==> src/rtl/md5_pkg.sv <==
// Shared types, constants and round functions of the MD5 digest engine.
// No dependencies.
package md5_pkg;

  typedef enum logic [2:0] {
    S_IDLE,
    S_PAD_MARK,
    S_PAD_FILL,
    S_LOAD,
    S_ROUND,
    S_ADD,
    S_DONE
  } md5_state_e;

  localparam int unsigned MSG_WORDS = 16;

  localparam logic [7:0]  PAD_BYTE      = 8'h80;
  localparam logic [5:0]  LAST_POS      = 6'd63;
  localparam logic [5:0]  LAST_ROUND    = 6'd63;
  localparam logic [3:0]  LAST_WORD     = 4'd15;
  localparam logic [3:0]  LEN_WORD_LO   = 4'd14;
  localparam logic [3:0]  LEN_WORD_HI   = 4'd15;
  localparam logic [1:0]  LAST_LANE     = 2'd3;
  localparam logic [63:0] BITS_PER_BYTE = 64'd8;

  localparam logic [1:0] ROUND_F = 2'd0;
  localparam logic [1:0] ROUND_G = 2'd1;
  localparam logic [1:0] ROUND_H = 2'd2;
  localparam logic [1:0] ROUND_I = 2'd3;

  localparam logic [31:0] INIT_WORDS [4] = '{
    32'h67452301, 32'hefcdab89, 32'h98badcfe, 32'h10325476
  };

  localparam logic [31:0] K_TABLE [64] = '{
    32'hd76aa478, 32'he8c7b756, 32'h242070db, 32'hc1bdceee,
    32'hf57c0faf, 32'h4787c62a, 32'ha8304613, 32'hfd469501,
    32'h698098d8, 32'h8b44f7af, 32'hffff5bb1, 32'h895cd7be,
    32'h6b901122, 32'hfd987193, 32'ha679438e, 32'h49b40821,
    32'hf61e2562, 32'hc040b340, 32'h265e5a51, 32'he9b6c7aa,
    32'hd62f105d, 32'h02441453, 32'hd8a1e681, 32'he7d3fbc8,
    32'h21e1cde6, 32'hc33707d6, 32'hf4d50d87, 32'h455a14ed,
    32'ha9e3e905, 32'hfcefa3f8, 32'h676f02d9, 32'h8d2a4c8a,
    32'hfffa3942, 32'h8771f681, 32'h6d9d6122, 32'hfde5380c,
    32'ha4beea44, 32'h4bdecfa9, 32'hf6bb4b60, 32'hbebfbc70,
    32'h289b7ec6, 32'heaa127fa, 32'hd4ef3085, 32'h04881d05,
    32'hd9d4d039, 32'he6db99e5, 32'h1fa27cf8, 32'hc4ac5665,
    32'hf4292244, 32'h432aff97, 32'hab9423a7, 32'hfc93a039,
    32'h655b59c3, 32'h8f0ccc92, 32'hffeff47d, 32'h85845dd1,
    32'h6fa87e4f, 32'hfe2ce6e0, 32'ha3014314, 32'h4e0811a1,
    32'hf7537e82, 32'hbd3af235, 32'h2ad7d2bb, 32'heb86d391
  };

  // Indexed by {round group, round[1:0]}.
  localparam logic [4:0] ROT_TABLE [16] = '{
    5'd7, 5'd12, 5'd17, 5'd22, 5'd5, 5'd9,  5'd14, 5'd20,
    5'd4, 5'd11, 5'd16, 5'd23, 5'd6, 5'd10, 5'd15, 5'd21
  };

  function automatic logic [31:0] md5_f(input logic [1:0] grp, input logic [31:0] b,
                                        input logic [31:0] c, input logic [31:0] d);
    logic [31:0] res;
    unique case (grp)
      ROUND_F: res = (b & c) | (~b & d);
      ROUND_G: res = (b & d) | (c & ~d);
      ROUND_H: res = b ^ c ^ d;
      ROUND_I: res = c ^ (b | ~d);
      default: res = '0;
    endcase
    return res;
  endfunction

  // Message word used in a given round; all products are taken modulo 16.
  function automatic logic [3:0] md5_msg_index(input logic [5:0] rnd);
    logic [3:0] i4;
    logic [3:0] idx;
    i4 = rnd[3:0];
    unique case (rnd[5:4])
      ROUND_F: idx = i4;
      ROUND_G: idx = i4 + (i4 << 2) + 4'd1;
      ROUND_H: idx = i4 + (i4 << 1) + 4'd5;
      ROUND_I: idx = (i4 << 3) - i4;
      default: idx = '0;
    endcase
    return idx;
  endfunction

  function automatic logic [31:0] md5_rotl(input logic [31:0] x, input logic [4:0] s);
    logic [63:0] w;
    w = {x, x} << s;
    return w[63:32];
  endfunction

endpackage

==> src/rtl/md5_stream_if.sv <==
// Valid/ready channel interfaces of the MD5 digest engine.
// No dependencies.
interface md5_in_if;
  logic       valid;
  logic       ready;
  logic [7:0] data_byte;
  logic       has_byte;
  logic       is_last;

  modport source (output valid, output data_byte, output has_byte, output is_last,
                  input ready);
  modport sink   (input valid, input data_byte, input has_byte, input is_last,
                  output ready);
endinterface

interface md5_out_if;
  logic        valid;
  logic        ready;
  logic [31:0] digest_a;
  logic [31:0] digest_b;
  logic [31:0] digest_c;
  logic [31:0] digest_d;

  modport source (output valid, output digest_a, output digest_b, output digest_c,
                  output digest_d, input ready);
  modport sink   (input valid, input digest_a, input digest_b, input digest_c,
                  input digest_d, output ready);
endinterface

==> src/rtl/md5_ram.sv <==
// Generic simple dual-port RAM: one write port, one read port, registered read.
// No dependencies.
module md5_ram #(
  parameter int unsigned WIDTH = 32,
  parameter int unsigned DEPTH = 16
) (
  input  logic                     clk_i,
  input  logic                     we_i,
  input  logic [$clog2(DEPTH)-1:0] waddr_i,
  input  logic [WIDTH-1:0]         wdata_i,
  input  logic [$clog2(DEPTH)-1:0] raddr_i,
  output logic [WIDTH-1:0]         rdata_o
);

  logic [WIDTH-1:0] mem_q [DEPTH];

  always_ff @(posedge clk_i) begin
    if (we_i) begin
      mem_q[waddr_i] <= wdata_i;
    end
    rdata_o <= mem_q[raddr_i];
  end

endmodule

==> src/rtl/md5_digest_engine_core.sv <==
// MD5 digest engine top level: byte intake, padding and 64-round compression.
// Depends on md5_pkg, md5_stream_if and md5_ram.
//
//   channel   | dir | payload                                | handshake
//   ----------+-----+----------------------------------------+------------
//   item_i    | in  | data_byte[7:0], has_byte, is_last      | valid/ready
//   digest_o  | out | digest_a, digest_b, digest_c, digest_d | valid/ready
//
// Bytes are taken only while idle; the 64th byte of a block starts a compression
// (load, 64 rounds, chaining add) at one round per cycle, each round reading
// its message word from the 16x32 block RAM. Intake is closed meanwhile.
// A final item adds padding writes, one or two compressions and the posting
// of the digest. Reset needs no clearing pass.
// The digest sits in an output register, so a stalled digest_o does not block
// new bytes; only posting the next digest waits for it to be taken.
module md5_digest_engine_core (
  input  logic      clk_i,
  input  logic      rst_ni,
  md5_in_if.sink    item_i,
  md5_out_if.source digest_o
);
  import md5_pkg::*;

  md5_state_e  state_q, state_d;

  logic [5:0]  pos_q, pos_d;
  logic [3:0]  wptr_q, wptr_d;
  logic [5:0]  rnd_q, rnd_d;
  logic [63:0] len_q, len_d;
  logic        last_q, last_d;
  logic        mark_done_q, mark_done_d;
  logic        final_q, final_d;
  logic        out_valid_q, out_valid_d;

  logic [31:0] acc_q, acc_d;
  logic [31:0] a_q, a_d, b_q, b_d, c_q, c_d, d_q, d_d;
  logic [31:0] chain_q [4];
  logic [31:0] chain_d [4];
  logic [31:0] out_a_q, out_a_d, out_b_q, out_b_d;
  logic [31:0] out_c_q, out_c_d, out_d_q, out_d_d;

  logic        ram_we;
  logic [3:0]  ram_waddr;
  logic [31:0] ram_wdata;
  logic [3:0]  ram_raddr;
  logic [31:0] ram_rdata;

  logic [31:0] round_f, round_t, round_b;
  logic [31:0] mark_word;
  logic        item_acc;

  md5_ram #(
    .WIDTH (32),
    .DEPTH (MSG_WORDS)
  ) u_block_ram (
    .clk_i   (clk_i),
    .we_i    (ram_we),
    .waddr_i (ram_waddr),
    .wdata_i (ram_wdata),
    .raddr_i (ram_raddr),
    .rdata_o (ram_rdata)
  );

  assign item_i.ready     = (state_q == S_IDLE);
  assign item_acc         = item_i.valid && (state_q == S_IDLE);
  assign digest_o.valid    = out_valid_q;
  assign digest_o.digest_a = out_a_q;
  assign digest_o.digest_b = out_b_q;
  assign digest_o.digest_c = out_c_q;
  assign digest_o.digest_d = out_d_q;

  // One MD5 round; ram_rdata holds the message word fetched in the cycle before.
  assign round_f = md5_f(rnd_q[5:4], b_q, c_q, d_q);
  assign round_t = a_q + round_f + K_TABLE[rnd_q] + ram_rdata;
  assign round_b = b_q + md5_rotl(round_t, ROT_TABLE[{rnd_q[5:4], rnd_q[1:0]}]);

  // Bytes below the fill lane stay, the lane gets the pad byte, lanes above clear.
  always_comb begin
    mark_word = '0;
    for (int l = 0; l < 4; l++) begin
      if (2'(l) < pos_q[1:0]) begin
        mark_word[8*l +: 8] = acc_q[8*l +: 8];
      end else if (2'(l) == pos_q[1:0]) begin
        mark_word[8*l +: 8] = PAD_BYTE;
      end
    end
  end

  // Next state.
  always_comb begin
    state_d = state_q;
    unique case (state_q)
      S_IDLE: begin
        if (item_i.valid) begin
          if (item_i.has_byte && pos_q == LAST_POS) begin
            state_d = S_LOAD;
          end else if (item_i.is_last) begin
            state_d = S_PAD_MARK;
          end
        end
      end
      S_PAD_MARK: begin
        state_d = (pos_q[5:2] == LAST_WORD) ? S_LOAD : S_PAD_FILL;
      end
      S_PAD_FILL: begin
        if (wptr_q == LAST_WORD) begin
          state_d = S_LOAD;
        end
      end
      S_LOAD: state_d = S_ROUND;
      S_ROUND: begin
        if (rnd_q == LAST_ROUND) begin
          state_d = S_ADD;
        end
      end
      S_ADD: begin
        if (!last_q) begin
          state_d = S_IDLE;
        end else if (!mark_done_q) begin
          state_d = S_PAD_MARK;
        end else if (!final_q) begin
          state_d = S_PAD_FILL;
        end else begin
          state_d = S_DONE;
        end
      end
      S_DONE: begin
        if (!out_valid_q || digest_o.ready) begin
          state_d = S_IDLE;
        end
      end
      default: state_d = S_IDLE;
    endcase
  end

  // Datapath and RAM control.
  always_comb begin
    pos_d       = pos_q;
    wptr_d      = wptr_q;
    rnd_d       = rnd_q;
    len_d       = len_q;
    last_d      = last_q;
    mark_done_d = mark_done_q;
    final_d     = final_q;
    out_valid_d = out_valid_q;
    acc_d       = acc_q;
    a_d         = a_q;
    b_d         = b_q;
    c_d         = c_q;
    d_d         = d_q;
    chain_d     = chain_q;
    out_a_d     = out_a_q;
    out_b_d     = out_b_q;
    out_c_d     = out_c_q;
    out_d_d     = out_d_q;
    ram_we      = 1'b0;
    ram_waddr   = pos_q[5:2];
    ram_wdata   = acc_q;
    ram_raddr   = '0;

    if (out_valid_q && digest_o.ready) begin
      out_valid_d = 1'b0;
    end

    unique case (state_q)
      S_IDLE: begin
        if (item_acc) begin
          last_d      = item_i.is_last;
          mark_done_d = 1'b0;
          final_d     = 1'b0;
          if (item_i.has_byte) begin
            for (int l = 0; l < 4; l++) begin
              if (2'(l) == pos_q[1:0]) begin
                acc_d[8*l +: 8] = item_i.data_byte;
              end
            end
            len_d = len_q + BITS_PER_BYTE;
            pos_d = pos_q + 6'd1;
            // Word complete: write it to the block RAM.
            if (pos_q[1:0] == LAST_LANE) begin
              ram_we    = 1'b1;
              ram_wdata = acc_d;
            end
          end
        end
      end
      S_PAD_MARK: begin
        ram_we      = 1'b1;
        ram_wdata   = mark_word;
        mark_done_d = 1'b1;
        final_d     = (pos_q[5:2] < LEN_WORD_LO);
        wptr_d      = pos_q[5:2] + 4'd1;
      end
      S_PAD_FILL: begin
        ram_we    = 1'b1;
        ram_waddr = wptr_q;
        if (final_q && wptr_q == LEN_WORD_LO) begin
          ram_wdata = len_q[31:0];
        end else if (final_q && wptr_q == LEN_WORD_HI) begin
          ram_wdata = len_q[63:32];
        end else begin
          ram_wdata = '0;
        end
        wptr_d = wptr_q + 4'd1;
      end
      S_LOAD: begin
        a_d       = chain_q[0];
        b_d       = chain_q[1];
        c_d       = chain_q[2];
        d_d       = chain_q[3];
        rnd_d     = '0;
        ram_raddr = md5_msg_index(6'd0);
      end
      S_ROUND: begin
        a_d       = d_q;
        d_d       = c_q;
        c_d       = b_q;
        b_d       = round_b;
        rnd_d     = rnd_q + 6'd1;
        // Prefetch the word for the next round.
        ram_raddr = md5_msg_index(rnd_q + 6'd1);
      end
      S_ADD: begin
        chain_d[0] = chain_q[0] + a_q;
        chain_d[1] = chain_q[1] + b_q;
        chain_d[2] = chain_q[2] + c_q;
        chain_d[3] = chain_q[3] + d_q;
        // Padding spilled past the length field: start the extra block.
        if (last_q && mark_done_q && !final_q) begin
          final_d = 1'b1;
          wptr_d  = '0;
        end
      end
      S_DONE: begin
        if (!out_valid_q || digest_o.ready) begin
          out_valid_d = 1'b1;
          out_a_d     = chain_q[0];
          out_b_d     = chain_q[1];
          out_c_d     = chain_q[2];
          out_d_d     = chain_q[3];
          chain_d     = INIT_WORDS;
          len_d       = '0;
          pos_d       = '0;
          last_d      = 1'b0;
          mark_done_d = 1'b0;
          final_d     = 1'b0;
        end
      end
      default: begin
      end
    endcase
  end

  always_ff @(posedge clk_i or negedge rst_ni) begin
    if (!rst_ni) begin
      state_q     <= S_IDLE;
      pos_q       <= '0;
      wptr_q      <= '0;
      rnd_q       <= '0;
      len_q       <= '0;
      last_q      <= 1'b0;
      mark_done_q <= 1'b0;
      final_q     <= 1'b0;
      out_valid_q <= 1'b0;
      chain_q     <= INIT_WORDS;
    end else begin
      state_q     <= state_d;
      pos_q       <= pos_d;
      wptr_q      <= wptr_d;
      rnd_q       <= rnd_d;
      len_q       <= len_d;
      last_q      <= last_d;
      mark_done_q <= mark_done_d;
      final_q     <= final_d;
      out_valid_q <= out_valid_d;
      chain_q     <= chain_d;
    end
  end

  always_ff @(posedge clk_i) begin
    acc_q   <= acc_d;
    a_q     <= a_d;
    b_q     <= b_d;
    c_q     <= c_d;
    d_q     <= d_d;
    out_a_q <= out_a_d;
    out_b_q <= out_b_d;
    out_c_q <= out_c_d;
    out_d_q <= out_d_d;
  end

endmodule

==> src/flat_wrapper.sv <==
// flat-port wrapper written by rule: the top's interface ports become plain ports
module md5_digest_engine_core_flat import md5_pkg::*;
  (clk_i, rst_ni, item_i_valid, item_i_data_byte, item_i_has_byte, item_i_is_last, item_i_ready, digest_o_valid, digest_o_digest_a, digest_o_digest_b, digest_o_digest_c, digest_o_digest_d, digest_o_ready);
  md5_in_if item_i_i ();
  md5_out_if digest_o_i ();
  input  logic clk_i;
  input  logic rst_ni;
  input wire logic [$bits(item_i_i.valid)-1:0] item_i_valid;
  input wire logic [$bits(item_i_i.data_byte)-1:0] item_i_data_byte;
  input wire logic [$bits(item_i_i.has_byte)-1:0] item_i_has_byte;
  input wire logic [$bits(item_i_i.is_last)-1:0] item_i_is_last;
  output wire logic [$bits(item_i_i.ready)-1:0] item_i_ready;
  output wire logic [$bits(digest_o_i.valid)-1:0] digest_o_valid;
  output wire logic [$bits(digest_o_i.digest_a)-1:0] digest_o_digest_a;
  output wire logic [$bits(digest_o_i.digest_b)-1:0] digest_o_digest_b;
  output wire logic [$bits(digest_o_i.digest_c)-1:0] digest_o_digest_c;
  output wire logic [$bits(digest_o_i.digest_d)-1:0] digest_o_digest_d;
  input wire logic [$bits(digest_o_i.ready)-1:0] digest_o_ready;
  assign item_i_i.valid = item_i_valid;
  assign item_i_i.data_byte = item_i_data_byte;
  assign item_i_i.has_byte = item_i_has_byte;
  assign item_i_i.is_last = item_i_is_last;
  assign item_i_ready = item_i_i.ready;
  assign digest_o_valid = digest_o_i.valid;
  assign digest_o_digest_a = digest_o_i.digest_a;
  assign digest_o_digest_b = digest_o_i.digest_b;
  assign digest_o_digest_c = digest_o_i.digest_c;
  assign digest_o_digest_d = digest_o_i.digest_d;
  assign digest_o_i.ready = digest_o_ready;
  md5_digest_engine_core u_core (.clk_i(clk_i), .rst_ni(rst_ni), .item_i(item_i_i), .digest_o(digest_o_i));
endmodule
==> config.mk <==
export PLATFORM = sky130hd
export DESIGN_NAME = md5_digest_engine_core_flat
export DESIGN_NICKNAME = d
export VERILOG_FILES = /design/src/rtl/md5_pkg.sv /design/src/rtl/md5_stream_if.sv /design/src/rtl/md5_ram.sv /design/src/rtl/md5_digest_engine_core.sv /design/src/flat_wrapper.sv
export SDC_FILE = /design/constraint.sdc
export NUM_CORES = 2
export LEC_CHECK = 0
export BUFFER_PORTS_ARGS = -buffer_cell sky130_fd_sc_hd__buf_2
export CORE_ASPECT_RATIO = 1.5
export CORE_MARGIN = 2
export CORE_UTILIZATION = 50
export DETAILED_ROUTE_END_ITERATION = 12
export MAX_ROUTING_LAYER = met4
export PLACE_DENSITY = 0.77
export SYNTH_ARGS = -nofsm -noshare
export SYNTH_HDL_FRONTEND = slang
export SYNTH_SLANG_ARGS = --single-unit
==> constraint.sdc <==
create_clock -name clk_i -period 13.4 [get_ports clk_i]
set_input_delay 0 -clock clk_i [delete_from_list [all_inputs] [get_ports clk_i]]
set_output_delay 0 -clock clk_i [all_outputs]
set_load 0.02 [all_outputs]
==> impl_metrics.json <==
{
  "ys.warnings.count": 0,
  "grt_first_pass_wirelength_um": 280100,
  "synth_edf_count": 800,
  "grt_pass1_vias": 45480,
  "finalSetupViolations": 0,
  "required_ns": 13.83,
  "layout_common_cells": "nand2_1, edfxtp_1, a21oi_1, o21ai_0, nor2_1",
  "cpPeakStageDelay_ns": 0.84,
  "powerDensity_nw_per_um2": 98.69,
  "max_slew_margin_pct": 18.75,
  "drt_iter0_markers": 4661,
  "syn_inst": 5734,
  "avgSynthCellArea_um2": 10.31,
  "placed_cell_area_um2": 61470,
  "cts.sink_count": 1044,
  "min_period_over_period_pct": 86.70,
  "ys_seq_area_share_pct": 50.85,
  "track_usage_pct": 31.62,
  "cts-buffers-inserted": 97,
  "io-pin-count": 144,
  "p_total_w": 0.006418,
  "post-dp-hpwl_um": 131300,
  "vias": 46580,
  "grt_max_degree": 98,
  "htreeDepth": 3,
  "syn_nets": 6037,
  "cts_setup_buffers": 0,
  "die_area_um2": 121000,
  "hp-start": "item_i_data_byte[0]",
  "syn_to_final_growth_pct": 10.05,
  "skew_ns": 0.06148,
  "rsz0062_at_grt": "no",
  "crit_path_start": "u_core.rnd_q[0]",
  "slew_violations": 0,
  "ys_seq_elements": 1044,
  "slowest_stage": "a2111oi_0",
  "drc": 0,
  "ys_async_sr_fraction_pct": 20.31,
  "cp_common_cell": "o21ai_0",
  "worst-path-buf-inv": 5,
  "regToRegSetupSlack_ns": 1.78,
  "avgRoutedWirePerCell_um": 25.56,
  "start_util_pct": 50.36,
  "synthDominantCellAreaShare_pct": 40.65,
  "startpoint_type": "flip-flop",
  "clk_pin_slew_ns": 0.07,
  "synthTopCellsByArea": "edfxtp_1, dfrtp_1, nand2_1, ha_1, a21oi_1",
  "p_leak_nw": 25.29,
  "place_congestion": 1.072,
  "layout-drive-gt1-share_pct": 10.60,
  "ir_worst_vdd_mv": 0.1173,
  "hold_viol_final": 0,
  "worstMarginPinSlew_ns": 1.209,
  "core_area_um2": 117300,
  "drt_wl_total_um": 189200,
  "fill_cells": 9855,
  "timing.rr.start": "u_core.rnd_q[0]",
  "arrival_ns": 12.05,
  "clk_latency_ns": 0.76,
  "hp-class": "input port to flip-flop",
  "tritoncts": "yes",
  "root_buffer": "clkbuf_16",
  "crit_family": "compound AO/OA/AOI/OAI gates",
  "placed_cells": 7199,
  "fmax_mhz": 86.07,
  "via_per_inst": 6.291,
  "dieHeight_um": 425.1,
  "layout_commonest_cell": "nand2_1",
  "utilization_pct": 55.42,
  "endpoint_kind": "flip-flop",
  "instances_no_fill": 7404,
  "stdcell_area_um2": 65040,
  "portBuffers": 143,
  "post_cts_resize_count": 0,
  "netlist_area_um2": 59100,
  "synth_flop_cell": "edfxtp_1",
  "dr.pass1.iters": 8,
  "cts_buffer_depth": 3,
  "status": "completed",
  "die_w_um": 284.7,
  "row_count": 154,
  "synth_cell_types": 92,
  "path_class": "flip-flop to flip-flop",
  "synth_top_area_cell": "edfxtp_1",
  "post-route-min-period_ns": 11.62,
  "drv_cap": 0,
  "critPathMaxFanout": 27,
  "fin_nets": 6058,
  "grt_remaining_overflow": 0,
  "antenna_found_initial": 3,
  "antenna_left": 0,
  "fin_tns_setup_ns": 0
}
## final cells by class
class	instances	area (µm²)	area share, %
clock buffer	127	2641	4.061
antenna	4	10.01	0.01539
timing repair buffer	254	1632	2.509
inverter	260	985.9	1.516
multi-input combinational	4098	27030	41.56
tap	1560	1952	3.001
clock inverter	57	724.4	1.114
sequential	1044	30060	46.22
## timing repair
item	CTS	global route
hold buffers	17	0
setup endpoints to repair	0	0
endpoints found under the hold margin	225	0
## per-stage QoR
step	worst slack, ns	hold WS (ns)
finish	1.782	0.2119
global route	1.145	0.2198
CTS	2.137	0.1587
detailed placement	2.214	-0.03829
global placement	2.423	-0.04039
floorplan	3.659	-0.2956
## power by group
part | internal [W] | switching (W)
Combinational | 0.0000114 | 0.0000261
Sequential | 0.00345 | 0.000000908
Clock | 0.00164 | 0.00129
## tightest hold or removal path, delay by kind of cell
| family | cells | cell delay [ns] |
|---|---|---|
| buf+inv | 2 | 0.69 |
| mux | 1 | 0.18 |
## per-layer routing
metal  routed length, µm  GRT usage (%)
met5                   0              -
met2               94050          53.26
met3               12220          4.303
met4               16120          23.31
met1               66850          34.13
## final timing paths
| path | end | depth (start not counted) |
|---|---|---|
| hold reg to reg | u_core.digest_o.digest_a[1] | 0 |
| hold / removal | u_core.acc_q[8] | 3 |
| min in group asynchronous | u_core.chain_q[72] | 3 |
| max in group asynchronous | u_core.chain_q[54] | 5 |
| setup / recovery | u_core.b_q[31] | 39 |
| setup reg to reg | u_core.b_q[31] | 39 |
## state kept, by name, indices dropped and copies added (netlist names)
name / count
u_core.state_q: 3
u_core.mark_done_q: 1
u_core.b_q: 32
u_core.a_q: 32
u_core.digest_o.digest_d: 32
u_core.acc_q: 32
u_core.u_block_ram.rdata_o: 32
u_core.rnd_q: 6
u_core.pos_q: 6
u_core.digest_o.digest_a: 32
u_core.final_q: 1
u_core.digest_o.digest_c: 32
u_core.digest_o.valid: 1
u_core.u_block_ram.mem_q: 512
u_core.d_q: 32
u_core.c_q: 32
u_core.wptr_q: 4
u_core.last_q: 1
u_core.digest_o.digest_b: 32
u_core.chain_q: 128
u_core.len_q: 61
## cells in the mapped netlist, drive strengths merged, types with 142 or more instances
cell type / number
nand3: 149
ha: 221
nor2: 343
nand2: 821
a21oi: 411
and2: 142
xor2: 149
clkbuf: 287
dfrtp: 148
a211oi: 210
edfxtp: 800
inv: 256
o21ai: 353
a31oi: 145
## cells by family after synthesis
kind of cell               share of synthesized area, %
DFF                                               50.85
adders and majority gates                         7.491
and+or+nand+nor                                   13.21
xor gates and xnor gates                          3.942
AOI/OAI and AO/OA                                 17.83
muxes                                             2.899
buffers and inverters                             3.779
Power figures use the tool's default switching activity.
